**src/rtl/core/iem_pkg.sv**
```systemverilog
// Package for the EEPROM transaction master: phase, kind, status, register and slot codes, payload types.
// No dependencies.
package iem_pkg;
   typedef enum logic [4:0] {
      PH_IDLE, PH_W_START, PH_W_DEV, PH_W_ADDR, PH_W_WAIT, PH_W_DATA, PH_W_STOP,
      PH_P_START, PH_P_DEV, PH_P_STOP, PH_R_START, PH_R_DEV, PH_R_ADDR,
      PH_R_RSTART, PH_R_DEVR, PH_R_DATA, PH_E_STOP
   } phase_type;

   localparam logic [1:0] KIND_TICK  = 2'd0;
   localparam logic [1:0] KIND_WRITE = 2'd1;
   localparam logic [1:0] KIND_READ  = 2'd2;
   localparam logic [1:0] KIND_DATA  = 2'd3;

   localparam logic [1:0] ST_OK      = 2'd0;
   localparam logic [1:0] ST_NACK    = 2'd1;
   localparam logic [1:0] ST_TIMEOUT = 2'd2;
   localparam logic [1:0] ST_ARG     = 2'd3;

   localparam logic [1:0] CSR_DEVICE  = 2'd0;
   localparam logic [1:0] CSR_STRETCH = 2'd1;
   localparam logic [1:0] CSR_POLL    = 2'd2;

   localparam logic [1:0] Q3_KEEP    = 2'd0;
   localparam logic [1:0] Q3_LOW     = 2'd1;
   localparam logic [1:0] Q3_RELEASE = 2'd2;

   typedef struct packed {
      logic [1:0] kind;
      logic [7:0] mem_address;
      logic [8:0] byte_count;
      logic [7:0] write_byte;
      logic       scl_level;
      logic       sda_level;
   } req_type;

   typedef struct packed {
      logic       scl_pull_low;
      logic       sda_pull_low;
      logic [7:0] read_data;
      logic       read_valid;
      logic       want_data;
      logic       busy_res;
      logic       done_res;
      logic [1:0] status;
   } rsp_type;

   typedef struct packed {
      logic [1:0]  index;
      logic [10:0] data;
   } csr_type;
endpackage

```
**src/rtl/core/iem_if.sv**
```systemverilog
// Valid/ready channel interfaces for requests, results and register writes.
// Depends on iem_pkg.
interface iem_req_if;
   import iem_pkg::*;
   logic    valid;
   logic    ready;
   req_type payload;
   modport source (output valid, output payload, input ready);
   modport sink (input valid, input payload, output ready);
endinterface

interface iem_rsp_if;
   import iem_pkg::*;
   logic    valid;
   logic    ready;
   rsp_type payload;
   modport source (output valid, output payload, input ready);
   modport sink (input valid, input payload, output ready);
endinterface

interface iem_csr_if;
   import iem_pkg::*;
   logic    valid;
   logic    ready;
   csr_type payload;
   modport source (output valid, output payload, input ready);
   modport sink (input valid, input payload, output ready);
endinterface

```
**src/rtl/core/i2c_eeprom_transaction_master_unit.sv**
```systemverilog
// A request transfer yields its result in the result register in the next cycle.
// One request per cycle while results drain; the bus state machine steps once per transfer.
// A full result register accepts a new request in the same cycle it is taken.
// Reset (synchronous, active high) sets the idle phase, releases both lines and
// loads the register defaults. No clearing pass is needed.
module i2c_eeprom_transaction_master_unit #(
   parameter int MEM_BYTES  = 256,
   parameter int PAGE_BYTES = 8
) (
   input logic clock,
   input logic reset,
   iem_req_if.sink   req,
   iem_rsp_if.source rsp,
   iem_csr_if.sink   csr
);
   import iem_pkg::*;

   // Registers.
   logic [6:0]  device_ff, stretch_lim_ff;
   logic [10:0] poll_lim_ff;
   phase_type   phase_ff, phase_in;
   logic [1:0]  q_ff, q_in;
   logic [3:0]  bit_ff, bit_in;
   logic [7:0]  shift_ff, shift_in;
   logic [7:0]  addr_ff, addr_in;
   logic [8:0]  rem_ff, rem_in;
   logic [6:0]  sc_ff, sc_in;
   logic [10:0] pc_ff, pc_in;
   logic [1:0]  pend_ff, pend_in;
   logic        scl_ff, scl_in, sda_ff, sda_in;
   logic        rvld_ff;
   rsp_type     out_ff, out_in;

   logic [7:0]  addr_next;
   logic        page_end;

   logic accept;
   assign req.ready = !rvld_ff || rsp.ready;
   assign accept    = req.valid && req.ready;
   assign csr.ready = 1'b1;
   assign rsp.valid = rvld_ff;
   assign rsp.payload = out_ff;

   // Configuration register writes.
   always_ff @(posedge clock) begin
      if (reset) begin
         device_ff      <= 7'd80;
         stretch_lim_ff <= 7'd100;
         poll_lim_ff    <= 11'd1200;
      end else if (csr.valid) begin
         case (csr.payload.index)
            CSR_DEVICE:  device_ff      <= csr.payload.data[6:0];
            CSR_STRETCH: stretch_lim_ff <= csr.payload.data[6:0];
            CSR_POLL:    poll_lim_ff    <= csr.payload.data;
            default: ;
         endcase
      end
   end

   // State register.
   always_ff @(posedge clock) begin
      if (reset) begin
         phase_ff <= PH_IDLE; q_ff <= '0; bit_ff <= '0; shift_ff <= '0;
         addr_ff <= '0; rem_ff <= '0; sc_ff <= '0; pc_ff <= '0; pend_ff <= '0;
         scl_ff <= 1'b0; sda_ff <= 1'b0; rvld_ff <= 1'b0;
      end else begin
         if (accept) begin
            phase_ff <= phase_in; q_ff <= q_in; bit_ff <= bit_in; shift_ff <= shift_in;
            addr_ff <= addr_in; rem_ff <= rem_in; sc_ff <= sc_in; pc_ff <= pc_in;
            pend_ff <= pend_in; scl_ff <= scl_in; sda_ff <= sda_in;
            rvld_ff <= 1'b1;
         end else if (rsp.ready) begin
            rvld_ff <= 1'b0;
         end
      end
   end

   always_ff @(posedge clock) begin
      if (accept) out_ff <= out_in;
   end

   // Page boundary test on the address after the current data byte.
   always_comb begin
      addr_next = addr_ff + 8'd1;
      page_end  = 1'b0;
      for (int k = 0; k < 256; k++) begin
         if ((k % PAGE_BYTES) == 0 && addr_next == 8'(k)) page_end = 1'b1;
      end
   end

   // Next state and result for one tick.
   always_comb begin
      req_type    r;
      logic       slot_done, slot_to, q1_low, nxt_bit;
      logic [1:0] q3;
      logic [7:0] dev_w;
      logic [9:0] sum;
      logic       run_slot, nack;
      r = req.payload;
      phase_in = phase_ff; q_in = q_ff; bit_in = bit_ff; shift_in = shift_ff;
      addr_in = addr_ff; rem_in = rem_ff; sc_in = sc_ff; pc_in = pc_ff;
      pend_in = pend_ff; scl_in = scl_ff; sda_in = sda_ff;
      out_in = '0;
      dev_w = {device_ff, 1'b0};
      sum = {2'b0, r.mem_address} + {1'b0, r.byte_count};
      slot_done = 1'b0; slot_to = 1'b0; q1_low = 1'b0; q3 = Q3_KEEP; run_slot = 1'b0;
      nxt_bit = (bit_ff < 4'd8) ? shift_ff[3'd7 - bit_ff[2:0]] : 1'b1;
      nack = r.sda_level;

      // Slot inputs by phase.
      case (phase_ff)
         PH_W_START, PH_R_START, PH_R_RSTART, PH_P_START: begin
            run_slot = 1'b1; q3 = Q3_LOW;
         end
         PH_W_DEV, PH_W_ADDR, PH_W_DATA, PH_R_DEV, PH_R_ADDR, PH_R_DEVR, PH_P_DEV: begin
            run_slot = 1'b1; q1_low = !nxt_bit;
         end
         PH_R_DATA: begin
            run_slot = 1'b1; q1_low = (bit_ff >= 4'd8) && (rem_ff > 9'd1);
         end
         PH_W_STOP, PH_P_STOP, PH_E_STOP: begin
            run_slot = 1'b1; q1_low = 1'b1; q3 = Q3_RELEASE;
         end
         default: ;
      endcase

      // Four-quarter bus slot.
      if (run_slot) begin
         case (q_ff)
            2'd0: begin scl_in = 1'b1; q_in = 2'd1; end
            2'd1: begin sda_in = q1_low; q_in = 2'd2; end
            2'd2: begin scl_in = 1'b0; sc_in = '0; q_in = 2'd3; end
            default: begin
               if (r.scl_level) begin
                  if (q3 == Q3_LOW) sda_in = 1'b1;
                  else if (q3 == Q3_RELEASE) sda_in = 1'b0;
                  sc_in = '0; q_in = 2'd0; slot_done = 1'b1;
               end else if ({1'b0, sc_ff} + 8'd1 >= {1'b0, stretch_lim_ff}) begin
                  sc_in = '0; q_in = 2'd0; slot_to = 1'b1;
               end else begin
                  sc_in = sc_ff + 7'd1;
               end
            end
         endcase
      end

      case (phase_ff)
         PH_IDLE: begin
            if (r.kind == KIND_WRITE || r.kind == KIND_READ) begin
               if (r.byte_count == 9'd0 || sum > 10'(MEM_BYTES)) begin
                  out_in.done_res = 1'b1; out_in.status = ST_ARG;
               end else begin
                  addr_in = r.mem_address; rem_in = r.byte_count; pend_in = ST_OK;
                  pc_in = '0; sc_in = '0; q_in = '0; bit_in = '0;
                  phase_in = (r.kind == KIND_WRITE) ? PH_W_START : PH_R_START;
               end
            end
         end
         PH_W_START, PH_R_START, PH_R_RSTART, PH_P_START: begin
            if (slot_to) begin
               pend_in = ST_TIMEOUT; phase_in = PH_E_STOP; bit_in = '0;
            end else if (slot_done) begin
               shift_in = (phase_ff == PH_R_RSTART) ? (dev_w | 8'd1) : dev_w;
               bit_in = '0;
               case (phase_ff)
                  PH_W_START:  phase_in = PH_W_DEV;
                  PH_R_START:  phase_in = PH_R_DEV;
                  PH_R_RSTART: phase_in = PH_R_DEVR;
                  default:     phase_in = PH_P_DEV;
               endcase
            end
         end
         PH_W_DEV, PH_W_ADDR, PH_W_DATA, PH_R_DEV, PH_R_ADDR, PH_R_DEVR, PH_P_DEV: begin
            if (slot_to) begin
               pend_in = ST_TIMEOUT; phase_in = PH_E_STOP; bit_in = '0;
            end else if (slot_done && bit_ff < 4'd8) begin
               bit_in = bit_ff + 4'd1;
            end else if (slot_done) begin
               bit_in = '0;
               if (nack && phase_ff != PH_P_DEV) begin
                  pend_in = ST_NACK; phase_in = PH_E_STOP;
               end else begin
                  case (phase_ff)
                     PH_W_DEV: begin shift_in = addr_ff; phase_in = PH_W_ADDR; end
                     PH_R_DEV: begin shift_in = addr_ff; phase_in = PH_R_ADDR; end
                     PH_W_ADDR: phase_in = PH_W_WAIT;
                     PH_R_ADDR: phase_in = PH_R_RSTART;
                     PH_R_DEVR: phase_in = PH_R_DATA;
                     PH_W_DATA: begin
                        addr_in = addr_next; rem_in = rem_ff - 9'd1;
                        phase_in = (rem_ff == 9'd1 || page_end) ? PH_W_STOP : PH_W_WAIT;
                     end
                     default: begin
                        pend_in = nack ? ST_NACK : ST_OK; phase_in = PH_P_STOP;
                     end
                  endcase
               end
            end
         end
         PH_W_WAIT: begin
            if (r.kind == KIND_DATA) begin
               shift_in = r.write_byte; phase_in = PH_W_DATA; q_in = '0; bit_in = '0;
            end
         end
         PH_R_DATA: begin
            if (slot_to) begin
               pend_in = ST_TIMEOUT; phase_in = PH_E_STOP; bit_in = '0;
            end else if (slot_done && bit_ff < 4'd8) begin
               shift_in = {shift_ff[6:0], r.sda_level}; bit_in = bit_ff + 4'd1;
            end else if (slot_done) begin
               bit_in = '0;
               out_in.read_valid = 1'b1; out_in.read_data = shift_ff;
               rem_in = rem_ff - 9'd1;
               if (rem_ff == 9'd1) begin
                  pend_in = ST_OK; phase_in = PH_E_STOP;
               end
            end
         end
         PH_W_STOP, PH_P_STOP, PH_E_STOP: begin
            if (slot_done || slot_to) begin
               sda_in = 1'b0; bit_in = '0; q_in = '0;
               if (phase_ff == PH_W_STOP) begin
                  pc_in = '0; phase_in = PH_P_START;
               end else if (phase_ff == PH_E_STOP) begin
                  out_in.done_res = 1'b1; out_in.status = pend_ff;
                  pend_in = ST_OK; phase_in = PH_IDLE;
               end else if (pend_ff == ST_OK) begin
                  if (rem_ff == 9'd0) begin
                     out_in.done_res = 1'b1; phase_in = PH_IDLE;
                  end else begin
                     phase_in = PH_W_START;
                  end
               end else if ({1'b0, pc_ff} + 12'd1 >= {1'b0, poll_lim_ff}) begin
                  out_in.done_res = 1'b1; out_in.status = ST_TIMEOUT;
                  pend_in = ST_OK; phase_in = PH_IDLE;
               end else begin
                  pc_in = pc_ff + 11'd1; phase_in = PH_P_START;
               end
            end
         end
         default: begin
            scl_in = 1'b0; sda_in = 1'b0; phase_in = PH_IDLE; q_in = '0; bit_in = '0;
         end
      endcase

      out_in.scl_pull_low = scl_in;
      out_in.sda_pull_low = sda_in;
      out_in.want_data    = (phase_in == PH_W_WAIT);
      out_in.busy_res     = (phase_in != PH_IDLE);
   end
endmodule

```
**src/flat_wrapper.sv**
```systemverilog
// flat-port wrapper written by rule: the top's interface ports become plain ports
module i2c_eeprom_transaction_master_unit_flat import iem_pkg::*;
#(
   parameter int MEM_BYTES  = 256,
   parameter int PAGE_BYTES = 8
)
  (clock, reset, req_valid, req_payload, req_ready, rsp_valid, rsp_payload, rsp_ready, csr_valid, csr_payload, csr_ready);
  iem_req_if req_i ();
  iem_rsp_if rsp_i ();
  iem_csr_if csr_i ();
  input logic clock;
  input logic reset;
  input wire logic [$bits(req_i.valid)-1:0] req_valid;
  input wire logic [$bits(req_i.payload)-1:0] req_payload;
  output wire logic [$bits(req_i.ready)-1:0] req_ready;
  output wire logic [$bits(rsp_i.valid)-1:0] rsp_valid;
  output wire logic [$bits(rsp_i.payload)-1:0] rsp_payload;
  input wire logic [$bits(rsp_i.ready)-1:0] rsp_ready;
  input wire logic [$bits(csr_i.valid)-1:0] csr_valid;
  input wire logic [$bits(csr_i.payload)-1:0] csr_payload;
  output wire logic [$bits(csr_i.ready)-1:0] csr_ready;
  assign req_i.valid = req_valid;
  assign req_i.payload = req_payload;
  assign req_ready = req_i.ready;
  assign rsp_valid = rsp_i.valid;
  assign rsp_payload = rsp_i.payload;
  assign rsp_i.ready = rsp_ready;
  assign csr_i.valid = csr_valid;
  assign csr_i.payload = csr_payload;
  assign csr_ready = csr_i.ready;
  i2c_eeprom_transaction_master_unit #(.MEM_BYTES(MEM_BYTES), .PAGE_BYTES(PAGE_BYTES)) u_core (.clock(clock), .reset(reset), .req(req_i), .rsp(rsp_i), .csr(csr_i));
endmodule
```
**config.mk**
```make
export PLATFORM = sky130hd
export DESIGN_NAME = i2c_eeprom_transaction_master_unit_flat
export DESIGN_NICKNAME = d
export VERILOG_FILES = /design/src/rtl/core/iem_pkg.sv /design/src/rtl/core/iem_if.sv /design/src/rtl/core/i2c_eeprom_transaction_master_unit.sv /design/src/flat_wrapper.sv
export SDC_FILE = /design/constraint.sdc
export NUM_CORES = 1
export LEC_CHECK = 0
export BUFFER_PORTS_ARGS = -buffer_cell sky130_fd_sc_hd__buf_2
export CAP_MARGIN = 40
export CORE_MARGIN = 4
export CORE_UTILIZATION = 55
export DETAILED_ROUTE_END_ITERATION = 10
export PLACE_DENSITY = 0.75
export SLEW_MARGIN = 15
export SYNTH_ARGS = -nofsm -noshare
export SYNTH_HDL_FRONTEND = slang
export SYNTH_SLANG_ARGS = --single-unit
```
**constraint.sdc**
```tcl
create_clock -name clock -period 9 [get_ports clock]
set_input_delay 0.9 -clock clock [delete_from_list [all_inputs] [get_ports clock]]
set_output_delay 0.9 -clock clock [all_outputs]
set_load 0.01 [all_outputs]
```
# Word level (Yosys, flattened, before mapping)
# Cells that the tools add are included.
dict set report classes {
  n_addsub 9
  order_cmp 7
  n_eq_ne 88
  mux 175
  bitwise_logic 2
  reduce_logical 49
}
# cell n
set ops {}
lappend ops {{$mux W8} 17}
lappend ops {{$eq A8 B8 Y1 const B} 16}
lappend ops {{$mux W9} 10}
lappend ops {{$mux W5} 16}
lappend ops {{$mux W11} 7}
lappend ops {{$eq A8 B7 Y1 const B} 8}
lappend ops {{$pmux W5 S6} 2}
lappend ops {{$mux W1} 57}
lappend ops {{$mux W2} 26}
lappend ops {{$mux W7} 6}
lappend ops {{$eq A5 B4 Y1 const B} 8}
lappend ops {{$mux W4} 9}
lappend ops {{$eq A8 B6 Y1 const B} 4}
lappend ops {{$pmux W8 S4} 1}
lappend ops {{$pmux W9 S3} 1}
lappend ops {{$eq A5 B3 Y1 const B} 5}
lappend ops {{$mux W3} 8}
lappend ops {{$reduce_and A12 Y1} 2}
lappend ops {{$pmux W11 S2} 1}
lappend ops {{$pmux W4 S5} 1}
lappend ops {{$logic_not A9 Y1} 2}
lappend ops {{$ne A2 B1 Y1 const B} 9}
lappend ops {{$ne A2 B2 Y1 const B} 9}
lappend ops {{$ne A3 B2 Y1 const B} 6}
lappend ops {{other kinds (64)} 99}
dict set report word_totals {
  ff_bits 100
  inputBits 47
  out_inout_bits 19
  wordCells 353
}

# Logic depth before layout (Yosys ltp)
# Gate-level depths: netlist of run 1.
dict set report depth {
  depth_word 43
  depth_mapped 14
  depth_no_buf 13
}

# Worst setup path before layout of run 1
# Ideal clock, no wire load.
dict set report synth_timing {
  path_kind {input-to-reg}
  startpoint {input req_payload[10]}
  endpoint {register u_core.rem_ff[1]}
  setup_ns 0.123
  arrival_time_ns 3.320
  t_required_ns 8.877
  slack_ns 5.557
  stages 12
  path_buffers 1
  path_cell_list {ha_1 inv_1 fa_1 nand2b_1 a21oi_1 o211ai_1 a311o_1 nor4_1 o21ai_1 or2_1 buf_2 mux2_1}
}
dict set report synth_via {
  elab_chain_len 5
  word_cells_on_any_way 6
  cone_classes {add/sub (1); order compare (1); eq/ne (1); reduce/logical (3)}
}
# element line
set synth_lines {}
lappend synth_lines {{start: declaration} flat_wrapper.sv:14} ;# input wire logic [$bits(req_i.payload)-1:0] req_payload;
lappend synth_lines {{$add A8 B9 Y10} i2c_eeprom_transaction_master_unit.sv:105} ;# sum = {2'b0, r.mem_address} + {1'b0, r.byte_count};
lappend synth_lines {{$gt A10 B9 Y1} i2c_eeprom_transaction_master_unit.sv:150} ;# if (r.byte_count == 9'd0 || sum > 10'(MEM_BYTES)) begin
lappend synth_lines {{$logic_or A1 B1 Y1 (*)} i2c_eeprom_transaction_master_unit.sv:150}
lappend synth_lines {{$ne A2 B2 Y1 (no source line) (*)} -}
lappend synth_lines {{$reduce_and A12 Y1 (no source line) (*)} -}
lappend synth_lines {{end signal: assignment} i2c_eeprom_transaction_master_unit.sv:69} ;# addr_ff <= addr_in; rem_ff <= rem_in; sc_ff <= sc_in; pc_ff <= pc_in;
lappend synth_lines {{end: declaration} i2c_eeprom_transaction_master_unit.sv:26} ;# logic [8:0] rem_ff, rem_in;
# Mark *: on every way between the ends. The rest lies on a longest branch, timed or not.
# A chain may end at the register's enable or synchronous reset.

# Worst setup path after layout of run 1
dict set report layout_timing {
  startpoint {register u_core.pc_ff[4]}
  endpoint {register u_core.pc_ff[8]}
}
dict set report layout_via {
  elab_chain_len 7
  word_cells_on_any_way 11
  cone_classes {add/sub (2); order compare (1); eq/ne (1); mux (6); reduce/logical (1)}
}
# element line
set layout_lines {}
lappend layout_lines {{start: declaration} i2c_eeprom_transaction_master_unit.sv:28} ;# logic [10:0] pc_ff, pc_in;
lappend layout_lines {{start signal: assignment} i2c_eeprom_transaction_master_unit.sv:69}
lappend layout_lines {{parallel branches: the longest is 7 deep, another holds $add A11 B1 Y12} -}
# Parallel ways; which one is timed is not known. The select of a mux whose other input is x is not followed.

==> impl_metrics.yaml, run 1 <==
timing:
  clock-skew-final_ns: 0.00957
  period_minus_slack_ns: 4.21
  relSlewSlack_pct: 44.0
  tightest_slew_ns: 0.833
  tns_ns: 0
  setup-violations-final: 0
  finalMaxSlewViolations: 0
  setup_ws_ns: 4.79
  grt_setup_unrepaired: "no"
  fmax_mhz: 238
  finalHoldViolCount: 0
  period_share_pct: 46.8
global_route:
  busiest_layer: "met2"
  antenna_found_initial: 0
  met2_usage_pct: 44.2
  grt_max_degree: 63
  grt_pass1_vias: 6468
  grtUsageMet3_pct: 4.62
  grt_overflow: 0
  grt.total_usage_pct: 28.0
  gr-usage-met1_pct: 38.3
  grt_pass1_wl_mm: 33.6
cts:
  h-tree-depth: 3
  numCtsBuffers: 9
  cts_hold_buf: 0
  path_clk_slew_ns: 0.07
  clock_latency_ns: 0.36
  post_cts_buffers: 0
  cts_sinks: 100
  cts_max_path_buffers: 2
  cts.repair.resized: 0
  root_buffer: "clkbuf_16"
  cts_tree: "done"
routing:
  final_antenna_net_count: 0
  wire_per_inst_um: 19.0
  dr.pass1.iters: 6
  drcViolationCount: 0
  vias: 7212
  viasPerCell: 6.49
  drt_iter0_markers: 1020
  routed_wl_mm: 21.2
power:
  p_leak_uw: 0.00306
  p_total_uw: 1210
  ir_worst_vdd_v: 0.0000989
  powerDensity_nw_per_um2: 152
yosys:
  ys_async_sr_fraction_pct: 0
  synth_area_leaders: "dfxtp_1 (23%), ha_1 (6.7%), edfxtp_1 (6.6%), nor2_1 (4.9%), nand2_1 (4.1%)"
  ys_seq_area_share_pct: 29.5
  post_synth_num_cell_types: 88
  syn_area_per_cell_um2: 8.10
  syn-num-nets: 992
  synthesis.area_um2: 7330
  ys.flop_type: "dfxtp_1"
  netlist_top_cells_count: "nor2_1 (96), dfxtp_1 (84), nand2_1 (80), a21oi_1 (58), o21ai_0 (53)"
  ys_warn_count: 0
  synth_seq_cells: 100
  synth_most_common_cell: "nor2_1"
  yosys.area.top_type_share_pct: 22.9
  synth_edf_count: 16
  syn_inst: 905
  yosysTopAreaCell: "dfxtp_1"
worst_setup_path:
  required_ns: 9.26
  cp-startpoint: "u_core.pc_ff[4]"
  ff2ff_path_depth: 13
  cp_data_arrival_time_ns: 4.47
  critPathLaunchType: "flip-flop"
  ff2ff_setup_slack_ns: 4.79
  crit_fanout: 17
  critPathCaptureType: "flip-flop"
  crit_type: "flip-flop to flip-flop"
  r2r-start: "u_core.pc_ff[4]"
floorplanning:
  die_area_um2: 15200
  die_x_um: 123
  fp.dieH_um: 123
  fp.coreArea_um2: 12800
  start_util_pct: 57.2
  row_count: 41
  io_pins: 66
placed_design:
  io_buffers: 64
  placed_cell_area_um2: 7700
  placed_cells: 1096
  place_ws_ns: 4.82
  dp_hpwl_mm: 15.3
  place_congestion: 0.980
hold_path:
  min-delay-start: "u_core.poll_lim_ff[9]"
  min_path_cells: 2
  hold_path_class: "flip-flop to flip-flop"
status:
  status: "finished, final reports clean"
cells_and_area:
  stdcell_area_um2: 7990
  fin_cells: 1112
  syn_to_final_growth_pct: 9.01
  fin_nets: 1022
  num_antenna_cells: 0
  drive_gt1_share_pct: 14.4
run:
  cap_violations: 0
==> flip-flops by register name, indices dropped and copies added, names as in the netlist <==
signal,cells
u_core.rsp.payload,16
u_core.pc_ff,11
u_core.poll_lim_ff,11
u_core.rem_ff,9
u_core.addr_ff,8
u_core.shift_ff,8
u_core.device_ff,7
u_core.sc_ff,7
u_core.stretch_lim_ff,7
u_core.phase_ff,5
u_core.bit_ff,4
u_core.pend_ff,2
u_core.q_ff,2
u_core.rsp.valid,1
u_core.scl_ff,1
u_core.sda_ff,1
==> cell families (layout without fill, tap and decap cells) <==
family                   after synthesis  in the layout  share of synthesized area, %
buffers and inverters                 93            128                          5.55
flip-flops                           100            100                          29.5
adder cells (fa/ha/maj)               40             40                          6.93
multiplexers                          19             19                          2.97
other                                  1              1                        0.0512
XOR/XNOR                              18             18                          2.15
AO/OA/AOI/OAI                        290            290                          29.4
AND/OR/NAND/NOR                      344            344                          23.5
==> stage by stage <==
step | hold slack [ns] | utilization, %
5_1_grt | 0.478 | 62.3
3_3_place_gp | 0.444 | 59.8
3_5_place_dp | 0.448 | 60.1
6_report | 0.457 | 62.3
4_1_cts | 0.459 | 62.3
2_1_floorplan | 0.433 | -
==> critical path: stages, from the launching register on <==
cell	delay (ns)
dfxtp_1	0.43
nand3_1	0.16
nor2_1	0.22
and3_1	0.20
xor2_1	0.24
ha_1	0.31
a2111oi_0	0.41
o21a_1	0.19
o31ai_1	0.14
and3_1	0.25
o41ai_2	0.36
nand3_2	0.34
or3_1	0.61
o31ai_1	0.25
==> layout make-up <==
cell class | instances | area, um^2
Clock inverter | 4 | 31.3
Multi-Input combinational cell | 712 | 4760
Sequential cell | 100 | 2160
Fill cell | 1148 | 4830
Tap cell | 172 | 215
Inverter | 35 | 131
Clock buffer | 12 | 256
Timing Repair Buffer | 77 | 433
==> final timing paths <==
kind                                         endpoint
worst min register to register  u_core.poll_lim_ff[9]
worst min-delay path            u_core.poll_lim_ff[9]
worst max-delay path                  u_core.pc_ff[8]
worst max register to register        u_core.pc_ff[8]
==> power by group <==
part,switching [uW],internal (uW)
registers,18.7,479
logic,220,115
clock network,177,205
total,416,798
==> cells in the final DEF (no fill, tap or decap), types with 5 or more instances in the layout <==
cell	instances
xnor2_1	9
o21a_1	8
o31ai_1	17
dfxtp_1	84
o41ai_1	5
nor3b_1	9
edfxtp_1	16
or2_2	8
inv_1	34
mux2i_1	15
a211oi_1	8
a31oi_1	5
o311ai_0	15
nand3_1	29
and2_1	12
a311oi_1	14
a222oi_1	8
o32ai_1	5
nor2b_1	11
a22oi_1	6
and3_1	15
nor4_1	7
buf_2	64
nand2_1	80
o21ai_0	53
nand2b_1	20
ha_1	39
clkbuf_16	9
or3_1	10
nor3_1	22
buf_4	11
xor2_1	9
o211ai_1	20
nor2_1	96
a21oi_1	58
==> metal layers <==
layer	part of all wire [%]	vias to the layer above
li1	-	3461
met5	0	-
met1	43	3324
met4	3.7	0
met3	7.9	71
met2	45	356
(Power assumes the default switching activity.)
==> run 2: changes to the inputs <==
==> constraint.sdc (replaced) <==
create_clock -name clock -period 4.2 [get_ports clock]
set_input_delay 0.42 -clock clock [delete_from_list [all_inputs] [get_ports clock]]
set_output_delay 0.42 -clock clock [all_outputs]
set_load 0.01 [all_outputs]
==> impl_metrics.yaml, run 2 (synthesis results as in run 1) <==
hold_path:
  hold_path_class: "input pin to flip-flop"
cts:
  numCtsBuffers: 9
  h-tree-depth: 3
  clock_latency_ns: 0.36
  path_clk_slew_ns: 0.07
  cts_hold_buf: 0
  cts.repair.resized: 0
  cts_max_path_buffers: 2
  cts_sinks: 100
  root_buffer: "clkbuf_16"
  post_cts_buffers: 0
  cts_tree: "done"
global_route:
  grt.total_usage_pct: 29.2
  met2_usage_pct: 44.0
  grt_pass1_vias: 6467
  antenna_found_initial: 0
  gr-usage-met1_pct: 40.7
  grtUsageMet3_pct: 5.54
  grt_overflow: 0
  grt_max_degree: 63
  grt_pass1_wl_mm: 34.9
  busiest_layer: "met2"
timing:
  period_minus_slack_ns: 3.83
  tightest_slew_ns: 0.790
  relSlewSlack_pct: 46.9
  setup-violations-final: 0
  grt_setup_unrepaired: "no"
  fmax_mhz: 261
  clock-skew-final_ns: 0.0149
  period_share_pct: 91.3
  tns_ns: 0
  finalHoldViolCount: 0
  finalMaxSlewViolations: 0
cells_and_area:
  final_common_cell: "nor2_1"
  syn_to_final_growth_pct: 9.88
  fin_nets: 1031
  final_cell_mix: "nor2_1 (96), dfxtp_1 (84), nand2_1 (80)"
  drive_gt1_share_pct: 15.1
  largest_reg_flops: 16
  num_antenna_cells: 0
power:
  powerDensity_nw_per_um2: 330
  switching_share_pct: 34.2
  p_total_uw: 2660
  seqPwrFrac_pct: 40.5
  intPower_uw: 1750
  p_leak_uw: 0.00311
  comb_power_share_pct: 27.2
  p_switching_uw: 908
  pwr-share-clk_pct: 32.3
  ir_worst_vdd_v: 0.000185
worst_setup_path:
  r2r-end: "u_core.pc_ff[8]"
  r2r-start: "u_core.pc_ff[4]"
  critical_path.endpoint: "u_core.pc_ff[8]"
  critPathCaptureType: "flip-flop"
  required_ns: 4.43
  cp-startpoint: "u_core.pc_ff[4]"
  critPathLaunchType: "flip-flop"
  crit_type: "flip-flop to flip-flop"
  ff2ff_setup_slack_ns: 0.37
  ff2ff_path_depth: 14
  crit_fanout: 16
  cp_data_arrival_time_ns: 4.07
routing:
  drcViolationCount: 0
  final_antenna_net_count: 0
  routed_wl_mm: 21.7
  wire_per_inst_um: 19.3
  drt_iter0_markers: 854
  dr.pass1.iters: 9
  viasPerCell: 6.48
  vias: 7266
floorplanning:
  die_x_um: 123
  row_count: 41
  io_pins: 66
  fp.coreArea_um2: 12800
  die_area_um2: 15200
  start_util_pct: 57.2
  fp.dieH_um: 123
placed_design:
  place_congestion: 0.976
  dp_hpwl_mm: 16.1
  io_buffers: 64
status:
  status: "finished, final reports clean"
run:
  cap_violations: 0
## run 2: how the worst min path moves through the flow
stage,cells past startpoint,endpoint,startpoint
after floorplan,2,u_core.scl_ff,u_core.scl_ff
after global placement,2,u_core.poll_lim_ff[6],u_core.poll_lim_ff[6]
after detailed placement,2,u_core.poll_lim_ff[9],u_core.poll_lim_ff[9]
after CTS,3,u_core.poll_lim_ff[10],csr_payload[10]
after global routing,3,u_core.poll_lim_ff[10],csr_payload[10]
final,3,u_core.poll_lim_ff[10],csr_payload[10]
## run 2: final cells by class
cell class,instances,area (um^2)
timing repair buffer,86,493
inverter,35,131
clock buffer,11,233
sequential,100,2160
fill,1171,4770
tap,172,215
multi-input combinational,712,4760
clock inverter,5,58.8
## run 2: critical path, stage by stage (launching register included)
cell       delay, ns
dfxtp_1         0.43
nand3_1         0.15
nor2_1          0.22
and3_1          0.20
xor2_1          0.23
ha_1            0.30
a2111oi_0       0.39
o21a_1          0.19
o31ai_1         0.13
and3_1          0.23
o41ai_2         0.36
nand3_2         0.13
buf_4           0.24
o311ai_0        0.38
o31ai_1         0.12
## run 2: stage by stage
step                instance area (um^2)  worst slack, ns  utilization (%)  instances  hold WS [ns]
global route                        8060           0.0123             62.8       1121         0.313
detailed placement                  7760            0.435             60.5       1105         0.452
CTS                                 8060            0.431             62.8       1121         0.282
finish                              8060            0.367             62.8       1121         0.284
floorplan                           7330            0.840                -        905         0.433
global placement                    7750            0.633             60.4       1104         0.446
## run 2: power groups by stage
stage,Sequential [uW],Combinational [uW],Clock [uW]
floorplan,1080,510,0
global placement,1100,691,0
detailed placement,1100,700,0
CTS,1070,704,861
global route,1080,797,892
finish,1080,723,857
## run 2: per-layer routing
metal	vias to the layer above	part of all wire (%)
met4	0	4.0
met3	69	7.4
li1	3462	-
met5	-	0
met2	331	44
met1	3404	44
==> run 3: changes to the inputs <==
--- a/config.mk
+++ b/config.mk
@@ -8,9 +8,9 @@
 export BUFFER_PORTS_ARGS = -buffer_cell sky130_fd_sc_hd__buf_2
 export CAP_MARGIN = 40
 export CORE_MARGIN = 4
-export CORE_UTILIZATION = 55
+export CORE_UTILIZATION = 41
 export DETAILED_ROUTE_END_ITERATION = 10
-export PLACE_DENSITY = 0.75
+export PLACE_DENSITY = 0.59
 export SLEW_MARGIN = 15
 export SYNTH_ARGS = -nofsm -noshare
 export SYNTH_HDL_FRONTEND = slang
==> impl_metrics.yaml, run 3 (synthesis results as in run 1) <==
floorplanning:
  fp.coreArea_um2: 17400
  row_count: 48
  die_area_um2: 20100
  die_x_um: 142
  io_pins: 66
  fp.dieH_um: 142
  start_util_pct: 42.1
power:
  switching_share_pct: 34.1
  ir_worst_vdd_v: 0.000193
  intPower_uw: 1780
  powerDensity_nw_per_um2: 333
  pwr-share-clk_pct: 33.5
  seqPwrFrac_pct: 40.1
  p_switching_uw: 922
  comb_power_share_pct: 26.4
  p_leak_uw: 0.00310
timing:
  period_minus_slack_ns: 3.75
  finalMaxSlewViolations: 0
  fmax_mhz: 266
  clock-skew-final_ns: 0.00731
  period_share_pct: 89.4
  relSlewSlack_pct: 44.2
  finalHoldViolCount: 0
  setup-violations-final: 0
  tightest_slew_ns: 0.830
  grt_setup_unrepaired: "no"
  tns_ns: 0
  worst_hold_slack_ns: 0.284
placed_design:
  io_buffers: 64
  dp_hpwl_mm: 16.5
  place_congestion: 0.969
  placed_cells: 1155
  placed_cell_area_um2: 7800
worst_setup_path:
  critPathCaptureType: "flip-flop"
  ff2ff_setup_slack_ns: 0.45
  cpMaxStageDelayCell: "or3_1"
  critPathLaunchType: "flip-flop"
  critPathMaxStageDelay_ns: 0.54
  r2r-end: "u_core.pc_ff[9]"
  critical_path.endpoint: "u_core.pc_ff[9]"
  crit_chain: "nand3_1 -> nor2_1 -> and3_1 -> xor2_1 -> ha_1 -> a2111oi_1 -> o21a_1 -> o31ai_1 -> and3_1 -> o41ai_2 -> nand3_2 -> or3_1 -> o31ai_1"
  ff2ff_path_depth: 13
  crit_fanout: 6
  crit_type: "flip-flop to flip-flop"
  required_ns: 4.46
  cp_data_arrival_time_ns: 4.02
  cp-startpoint: "u_core.pc_ff[4]"
  r2r-start: "u_core.pc_ff[4]"
cts:
  path_clk_slew_ns: 0.07
  numCtsBuffers: 9
  post_cts_buffers: 0
  cts_tree: "done"
  cts_sinks: 100
  cts_hold_buf: 0
  root_buffer: "clkbuf_16"
  h-tree-depth: 3
  cts.repair.resized: 0
  cts_max_path_buffers: 2
  clock_latency_ns: 0.36
cells_and_area:
  stdcell_area_um2: 8120
  final_common_cell: "nor2_1"
  num_antenna_cells: 0
  syn_to_final_growth_pct: 10.8
  fin_nets: 1028
  drive_gt1_share_pct: 14.9
  fin_util_pct: 46.6
  largest_reg_flops: 16
  fin_cells: 1171
  final_cell_mix: "nor2_1 (96), dfxtp_1 (84), nand2_1 (80)"
global_route:
  grt_overflow: 0
  grt_pass1_vias: 6353
  grt_max_degree: 63
  grt.total_usage_pct: 22.0
  grt_pass1_wl_mm: 35.4
  antenna_found_initial: 0
routing:
  drt_iter0_markers: 627
  viasPerCell: 6.06
  final_antenna_net_count: 0
  vias: 7102
  routed_wl_mm: 22.3
  dr.pass1.iters: 6
  drcViolationCount: 0
  wire_per_inst_um: 19.1
hold_path:
  hold_path_class: "input pin to flip-flop"
status:
  status: "finished, final reports clean"
run:
  cap_violations: 0
==> run 3: final cells by class <==
cell class              count  area (um^2)
clock inverters             5         63.8
repair buffers             83          463
flip-flops and latches    100         2160
inverters                  35          131
fillers                  1760         9300
multi-input cells         712         4760
well taps                 225          282
clock buffers              11          254
==> run 3: worst min path at each step <==
| stage | startpoint | endpoint | slack, ns | depth (start not counted) |
|---|---|---|---|---|
| 6_report | csr_payload[7] | u_core.poll_lim_ff[7] | 0.28 | 3 |
| 3_3_place_gp | u_core.poll_lim_ff[6] | u_core.poll_lim_ff[6] | 0.44 | 2 |
| 5_1_grt | csr_payload[7] | u_core.poll_lim_ff[7] | 0.30 | 3 |
| 3_5_place_dp | u_core.poll_lim_ff[2] | u_core.poll_lim_ff[2] | 0.45 | 2 |
| 2_1_floorplan | u_core.scl_ff | u_core.scl_ff | 0.43 | 2 |
| 4_1_cts | csr_payload[7] | u_core.poll_lim_ff[7] | 0.28 | 3 |
==> run 3: stage by stage <==
stage | setup WS [ns] | power [uW]
5_1_grt | 0.0335 | 2840
3_5_place_dp | 0.492 | 1810
6_report | 0.446 | 2710
4_1_cts | 0.448 | 2710
3_3_place_gp | 0.611 | 1810
2_1_floorplan | 0.840 | 1590
==> run 3: power by group through the flow <==
stage	Sequential (uW)	Clock [uW]	Combinational (uW)
after floorplan	1080	0	510
after global placement	1100	0	703
after detailed placement	1110	0	701
after CTS	1080	925	704
after global routing	1090	962	783
final	1080	907	714
==> run 3: per-layer routing <==
layer	part of all wire (%)	vias to the layer above	global-route usage, %
li1	-	3465	-
met1	45	3300	30.8
met2	45	296	34.1
met3	6.7	41	3.71
met4	2.6	0	7.73
met5	0	-	0
==> run 3: critical path, delay by kind of cell (launching register included) <==
| kind | cells | cell delay [ns] |
|---|---|---|
| simple gates | 6 | 1.49 |
| xor+xnor | 1 | 0.19 |
| fa+ha+maj | 1 | 0.28 |
| flops | 1 | 0.44 |
| compound gates | 5 | 1.27 |
